$ cat src/rtl/tst_pkg.sv
// ----------------------------------------------------------------------------
// Segment tracker package
// Beat types, item mode codes and the controller/datapath interface types.
// ----------------------------------------------------------------------------
package tst_pkg;

   localparam int SLOT_BITS  = 10;
   localparam int COUNT_BITS = 11;
   localparam int FIELD_BITS = 32;

   localparam logic [1:0] MODE_LOAD  = 2'd0;
   localparam logic [1:0] MODE_QUERY = 2'd1;
   localparam logic [1:0] MODE_CLEAR = 2'd2;

   typedef logic [2:0] rsp_kind_type;

   localparam rsp_kind_type RSP_NONE  = 3'd0;
   localparam rsp_kind_type RSP_LOAD  = 3'd1;
   localparam rsp_kind_type RSP_FULL  = 3'd2;
   localparam rsp_kind_type RSP_QUERY = 3'd3;
   localparam rsp_kind_type RSP_CLEAR = 3'd4;
   localparam rsp_kind_type RSP_OTHER = 3'd5;

   typedef struct packed {
      logic [1:0]                   mode;
      logic signed [FIELD_BITS-1:0] x_start;
      logic signed [FIELD_BITS-1:0] y_start;
      logic signed [FIELD_BITS-1:0] x_end;
      logic signed [FIELD_BITS-1:0] y_end;
      logic [SLOT_BITS-1:0]         query_slot;
   } req_type;

   typedef struct packed {
      logic [SLOT_BITS-1:0]  slot;
      logic                  is_top;
      logic [COUNT_BITS-1:0] covered_now;
      logic [COUNT_BITS-1:0] stored_count;
      logic                  table_full;
      logic                  slot_valid;
   } rsp_type;

   typedef struct packed {
      logic         latch;
      logic         scan_issue;
      logic         query_issue;
      rsp_kind_type rsp_kind;
   } cmd_type;

   typedef struct packed {
      logic [1:0] in_mode;
      logic [1:0] held_mode;
      logic       table_full;
      logic       count_zero;
      logic       scan_last;
      logic       pipe_empty;
   } status_type;

endpackage

$ cat src/rtl/tst_ctrl.sv
// ----------------------------------------------------------------------------
// Segment tracker controller
// Sequences load scans, queries and replies through the datapath.
// ----------------------------------------------------------------------------
module tst_ctrl
   import tst_pkg::*;
(
   input  logic       clock,
   input  logic       reset,
   input  logic       start,
   input  status_type status,
   output logic       busy,
   output cmd_type    cmd
);

   localparam logic [2:0] ST_IDLE   = 3'd0;
   localparam logic [2:0] ST_SCAN   = 3'd1;
   localparam logic [2:0] ST_DRAIN  = 3'd2;
   localparam logic [2:0] ST_FINISH = 3'd3;
   localparam logic [2:0] ST_QREAD  = 3'd4;
   localparam logic [2:0] ST_QRESP  = 3'd5;
   localparam logic [2:0] ST_REPLY  = 3'd6;

   logic [2:0] state_ff;
   logic [2:0] state_in;

   assign busy = (state_ff != ST_IDLE);

   always_comb begin
      cmd      = '0;
      state_in = state_ff;
      unique case (state_ff)
         ST_IDLE: begin
            if (start) begin
               cmd.latch = 1'b1;
               priority if (status.in_mode == MODE_LOAD && !status.table_full &&
                            !status.count_zero) begin
                  state_in = ST_SCAN;
               end else if (status.in_mode == MODE_LOAD && !status.table_full) begin
                  state_in = ST_DRAIN;
               end else if (status.in_mode == MODE_QUERY) begin
                  state_in = ST_QREAD;
               end else begin
                  state_in = ST_REPLY;
               end
            end
         end
         ST_SCAN: begin
            cmd.scan_issue = 1'b1;
            if (status.scan_last) begin
               state_in = ST_DRAIN;
            end
         end
         ST_DRAIN: begin
            // Wait until every mark update from the compare pipeline has landed.
            if (status.pipe_empty) begin
               state_in = ST_FINISH;
            end
         end
         ST_FINISH: begin
            cmd.rsp_kind = RSP_LOAD;
            state_in     = ST_IDLE;
         end
         ST_QREAD: begin
            cmd.query_issue = 1'b1;
            state_in        = ST_QRESP;
         end
         ST_QRESP: begin
            cmd.rsp_kind = RSP_QUERY;
            state_in     = ST_IDLE;
         end
         ST_REPLY: begin
            priority if (status.held_mode == MODE_LOAD) begin
               cmd.rsp_kind = RSP_FULL;
            end else if (status.held_mode == MODE_CLEAR) begin
               cmd.rsp_kind = RSP_CLEAR;
            end else begin
               cmd.rsp_kind = RSP_OTHER;
            end
            state_in = ST_IDLE;
         end
         default: begin
            state_in = ST_IDLE;
         end
      endcase
   end

   always_ff @(posedge clock) begin
      if (reset) begin
         state_ff <= ST_IDLE;
      end else begin
         state_ff <= state_in;
      end
   end

endmodule

$ cat config.mk
export PLATFORM = sky130hd
export DESIGN_NAME = tst_ctrl
export DESIGN_NICKNAME = d
export VERILOG_FILES = /design/src/rtl/tst_pkg.sv /design/src/rtl/tst_ctrl.sv
export SDC_FILE = /design/constraint.sdc
export NUM_CORES = 1
export LEC_CHECK = 0
export BUFFER_PORTS_ARGS = -buffer_cell sky130_fd_sc_hd__buf_4
export CORE_AREA = 2 2 39 41
export CTS_CLUSTER_DIAMETER = 50
export DETAILED_ROUTE_END_ITERATION = 16
export DIE_AREA = 0 0 41 43
export GPL_ROUTABILITY_DRIVEN = 0
export PLACE_DENSITY = 0.53
export REMOVE_ABC_BUFFERS = 1
export SLEW_MARGIN = 20
export SYNTH_ARGS = -nofsm -noshare
export SYNTH_HDL_FRONTEND = slang
export SYNTH_SLANG_ARGS = --single-unit
$ cat constraint.sdc
create_clock -name clock -period 1.2 [get_ports clock]
set_input_delay 0.12 -clock clock [delete_from_list [all_inputs] [get_ports clock]]
set_output_delay 0.12 -clock clock [all_outputs]
set_load 0.05 [all_outputs]
==> results of run 1 <==
[per-layer routing]
metal | global-route usage | routed length [um] | up-vias
met5 | 0 | 0 | -
met4 | 0.0800 | 9 | 0
met3 | 0.0314 | 36 | 2
met2 | 0.206 | 566 | 12
met1 | 0.167 | 489 | 194
li1 | - | - | 231
[logic make-up after synthesis]
logic type	Yosys count	synth area share
compound gates	14	0.303
flops	3	0.184
simple gates	23	0.402
buf+inv	6	0.0805
mux	1	0.0307
[placed cells by master, fill, tap and decap left out, types with 2 or more instances in the layout]
cell      synthesis  routed
a21oi_1           4       2
a21oi_2           0       2
buf_4             1      18
buf_6             0       9
buf_8             0       2
clkbuf_4          0       3
dfxtp_4           0       3
inv_1             3       3
nor2_1            7       4
nor2_4            0       3
nor3_2            0       2
o21ai_1           0       2
[path summary, 6_finish.rpt]
check	end	depth (start not counted)
setup / recovery	cmd[5]	3
hold / removal	state_ff[2]	2
setup reg to reg	state_ff[2]	5
hold reg to reg	state_ff[2]	2
[power groups by stage]
| stage | Sequential [W] | Clock (W) | Combinational, W |
|---|---|---|---|
| 2_1_floorplan | 0.000212 | 0 | 0.000484 |
| 3_3_place_gp | 0.000205 | 0 | 0.000781 |
| 3_5_place_dp | 0.000204 | 0 | 0.000782 |
| 4_1_cts | 0.000204 | 0.000186 | 0.000963 |
| 5_1_grt | 0.000229 | 0.000202 | 0.00123 |
| 6_report | 0.000220 | 0.000183 | 0.00116 |
[critical path: cells and delay by family (launching register included)]
family / cells / cell delay (ns)
buf+inv: 1 / 0.15
simple gates: 2 / 0.49
flops: 1 / 0.36
[per-stage QoR]
| stage | instance area [um2] | total power, W | hold WS, ns |
|---|---|---|---|
| after CTS | 624 | 0.00135 | 0.0506 |
| after floorplan | 312 | 0.000696 | 0.193 |
| after global routing | 719 | 0.00166 | 0.0547 |
| after detailed placement | 512 | 0.000987 | 0.309 |
| after global placement | 512 | 0.000986 | 0.316 |
| final | 719 | 0.00156 | 0.0658 |
[cell type report]
cell class	count	area, um2
clock buffers	4	26.3
fillers	139	664
inverters	3	11.3
multi-input cells	38	324
flip-flops and latches	3	71.3
well taps	16	20.0
repair buffers	29	267
[repair_timing]
item,CTS,global route
buffers inserted,2,3
resized for setup,23,19
setup endpoints to repair,9,9
pin swaps,5,8
==> run metrics, run 1 <==
Max Clock Freq=about 740 MHz; Final Hold Vio Count=0; sequential area share after synthesis=0.184; Max-Cap Viols=0; CTS tree=done; Peak VDD IR=around 1.4 mV; sequential group share of total power=0.141; Port Buffers=17; failing checks=negative setup slack; internal cell power=0.000842 W; # IOs=18; H-tree Lvls=1; Finished Core Util=0.520; crit-path max FO=8; R2R setup slack=-0.04 ns; worst setup margin=-0.155 ns; non-filler cells, final=93; Core Box Area=1380 um2; via count=approximately 440; yosys warns=0; outcome=complete, but fails checks; post-layout min period=1.36 ns; CP endpoint kind=output port; Top Registers=state_ff x3; largest net degree at the start of global routing=9; nets=slightly below 90; Layout area overhead=120%; dpl cells=84; CP max stage cell=or3_4; CTS buffer count=3; part of the cycle the worst path needs=1.13; Reg with most FFs=state_ff; die height=roughly 43 um; Rel. slew slack=0.850; RSZ-0062 raised after global routing=true; EDFF count, synth=0; type of the worst min-delay path=input pin to flip-flop; FF-to-FF Start=state_ff[0]; crit-path max cell delay=0.39 ns; PD cells=between 2000 and 2500 nW/um2; DRT Pass-1 Iters=3; Post-Syn Instances=47; drc violations=0; worst-path cell chain=or3_4 > nor2_4 > buf_8; post-place setup slack=-0.117 ns; Routed Antenna Nets=0; vias in the first global route=413; Worst-Margin Slew=roughly 0.22 ns; Synth Area per Inst=6.95 um2; Crit. Startpoint=state_ff[0]; initial DRC count=6; Pleak=0.316 nW; post-synthesis register bit count=3; Die W=roughly 41 um; max FFs per register=3; Avg WL per Cell=roughly 12 um; DR vias/cell=around 4.7; worst skew pair latency=between 0.2 and 0.25 ns; WP data required=between 1 and 1.5 ns; Synth area leader=dfxtp_1; switching part of the total=0.461; final setup violation count=8; clock sinks=3; list of most frequent post-synthesis cells=7 x nor2_1, 4 x a21oi_1, 3 x dfxtp_1, 3 x inv_1, 3 x o21ai_0; final WL=about 1100 um; CTS Buffer Depth=2; Cell Area, Synth=327 um2; share of cells above drive strength 1=0.688; initial antenna violation count=0; Std-Cell Rows=14; Congestion Overflow GR=0; Clk pin slew, worst setup/hold paths=about 0.04 ns; Worst Path Class, Setup=flip-flop to output port; pins over their slew limit=0; most frequent cell after synthesis=nor2_1; top post-synthesis cells by area=dfxtp_1 18%, nor2_1 8.0%, a21oi_1 6.1%; Starting Density=0.236; first-pass GRT wire length=approximately 1600 um; Distinct cells, synth=27; post-DP HPWL=a little under 700 um; Hold Startpoint=reset; Worst EP arrival=between 1 and 1.5 ns; Psw=between 0.0007 and 0.0008 W; Clk pwr share=0.117; Setup TNS Final=-0.700 ns; die area=between 1500 and 2000 um2; clk root buf=clkbuf_4; skew final=between 0.007 and 0.008 ns; hold buffers post-CTS=0; Antenna Cells=0; Synth top area share=0.184; part of the power in combinational logic=0.742; top_reg_cell synth=dfxtp_1; Post-synth ARST share=0; Tot GR Track Use=0.136; Startpoint Class=flip-flop
No activity file was read; power rests on OpenSTA's default activity.
==> run 2, diff against run 1 <==
PLACE_DENSITY = 0.51   (was 0.53)
clock period = 1.5 ns   (was 1.2 ns; I/O delays follow)
==> run 2 against run 1 <==
Against the previous run: the flow now finishes without violations; global-route usage fell by 2.6 points; final cell count fell by 7.5%; worst hold slack improved by 0.022 ns; die area did not move; sequential power fell by 26%; register-to-register slack improved by 0.22 ns; sequential share of layout area rose by 2.3 points; wire length fell by 25%; clock power fell by 24%; largest cell class unchanged.
==> run metrics, run 2 (same netlist as run 1, synthesis figures left out) <==
Layout area overhead=63.6%; part of the cycle the worst path needs=0.920; part of the power in combinational logic=0.675; Final Instance Area=534 um2; # IOs=18; Worst EP arrival=1.23 ns; Worst Path Class, Setup=flip-flop to output port; Std-Cell Rows=14; DR vias/cell=roughly 4.8; Multi-input gate area=between 200 and 250 um2; Clk pwr share=0.149; Pleak=about 0.25 nW; Finished Core Util=0.386; Worst-Margin Slew=0.334 ns; Reg with most FFs=state_ff; die height=around 43 um; WP data required=approximately 1.4 ns; pins over their slew limit=0; Fill cells=155; skew final=between 0.0006 and 0.0007 ns; Top Registers=state_ff x3; type of the worst min-delay path=input pin to flip-flop; vias in the first global route=348; clock sinks=3; DRT Pass-1 Iters=3; Max-Cap Viols=0; largest net degree at the start of global routing=18; CP endpoint kind=output port; max FFs per register=3; first-pass GRT wire length=about 1300 um; sequential group share of total power=0.176; final setup violation count=0; H-tree Lvls=1; initial antenna violation count=0; Max Clock Freq=about 720 MHz; worst skew pair latency=~0.23 ns; internal cell power=~0.00047 W; commonest non-fill, non-tap cell in the layout=buf_4; switching part of the total=0.489; CTS buffer count=3; Area after DPL=482 um2; via count=416; dpl cells=80; most frequent cells in the layout=21 x buf_4, 6 x nor2_1, 4 x a21oi_1, 3 x inv_1, 3 x clkbuf_4; Final Hold Vio Count=0; Tot GR Track Use=0.110; PD cells=1740 nW/um2; Congestion Overflow GR=0; WHS=about 0.09 ns; initial DRC count=5; Avg WL per Cell=just under 10 um; outcome=finished clean; share of cells above drive strength 1=0.457; Peak VDD IR=0.612 mV; RSZ-0062 raised after global routing=false; die area=1760 um2; CTS tree=done; non-filler cells, final=86; Starting Density=0.236; drc violations=0; Rel. slew slack=0.775; post-layout min period=approximately 1.4 ns; Port Buffers=17; Core Box Area=about 1400 um2; Startpoint Class=flip-flop; post-DP HPWL=approximately 690 um; nets=between 80 and 90; Antenna Cells=0; Clk pin slew, worst setup/hold paths=approximately 0.04 ns; Routed Antenna Nets=0; final WL=around 830 um; Register Area=~65 um2; crit-path max FO=8; Die W=roughly 41 um; clk root buf=clkbuf_4; Psw=0.000454 W; hold buffers post-CTS=0; CTS Buffer Depth=2
-- run 2: cell count changes in the layout (fill, tap and decap cells not counted), moves of 2 or more --
cell,change
nor3_1,+2
nor3_2,-2
and2_1,+2
buf_4,+3
nor2_1,+2
a21oi_2,-2
dfxtp_4,-2
a21oi_1,+2
buf_8,-2
nor2_4,-3
buf_6,-8
-- run 2: timing repair --
action                                  in CTS  in global routing
endpoints found under the hold margin        0                  0
resized for setup                            1                  5
setup buffers                                0                  2
pin swaps                                    0                  0
endpoints found under the setup margin       2                  2
-- run 2: critical path, stage by stage (launching register included) --
cell     delay, ns
dfxtp_2       0.34
or3_1         0.39
nor2_2        0.11
buf_6         0.16
-- run 2: per-stage QoR --
| step | setup WS, ns | setup TNS, ns | power [W] |
|---|---|---|---|
| detailed placement | 0.121 | 0 | 0.000749 |
| floorplan | -0.418 | -1.16 | 0.000556 |
| CTS | 0.0234 | 0 | 0.000900 |
| global placement | 0.148 | 0 | 0.000750 |
| global route | 0.00835 | 0 | 0.00101 |
| finish | 0.120 | 0 | 0.000929 |
-- run 2: layer usage --
layer | vias up | track usage | routed length, um
li1 | 213 | - | -
met1 | 190 | 0.135 | 363
met2 | 13 | 0.166 | 406
met5 | - | 0 | 0
met4 | 0 | 0.0200 | 0
met3 | 0 | 0.0628 | 58
-- run 2: area by class of cell --
type	count	share of cell area
repair buffers	22	0.316
multi-input cells	38	0.454
well taps	16	0.0375
flip-flops and latches	3	0.122
inverters	3	0.0211
clock buffers	4	0.0492
-- run 2: power by group through the flow --
stage / combinational [W] / clock [W] / sequential [W]
after floorplan: 0.000387 / 0 / 0.000170
after global placement: 0.000584 / 0 / 0.000166
after detailed placement: 0.000583 / 0 / 0.000166
after CTS: 0.000585 / 0.000148 / 0.000166
after global routing: 0.000676 / 0.000159 / 0.000171
final: 0.000627 / 0.000139 / 0.000163
-- run 2: worst paths after layout --
check | to | slack (ns) | from | cells past startpoint
hold reg to reg | state_ff[2] | 0.67 | state_ff[2] | 3
setup reg to reg | state_ff[2] | 0.18 | state_ff[0] | 4
setup / recovery | cmd[5] | 0.12 | state_ff[2] | 3
hold / removal | state_ff[2] | 0.09 | reset | 2
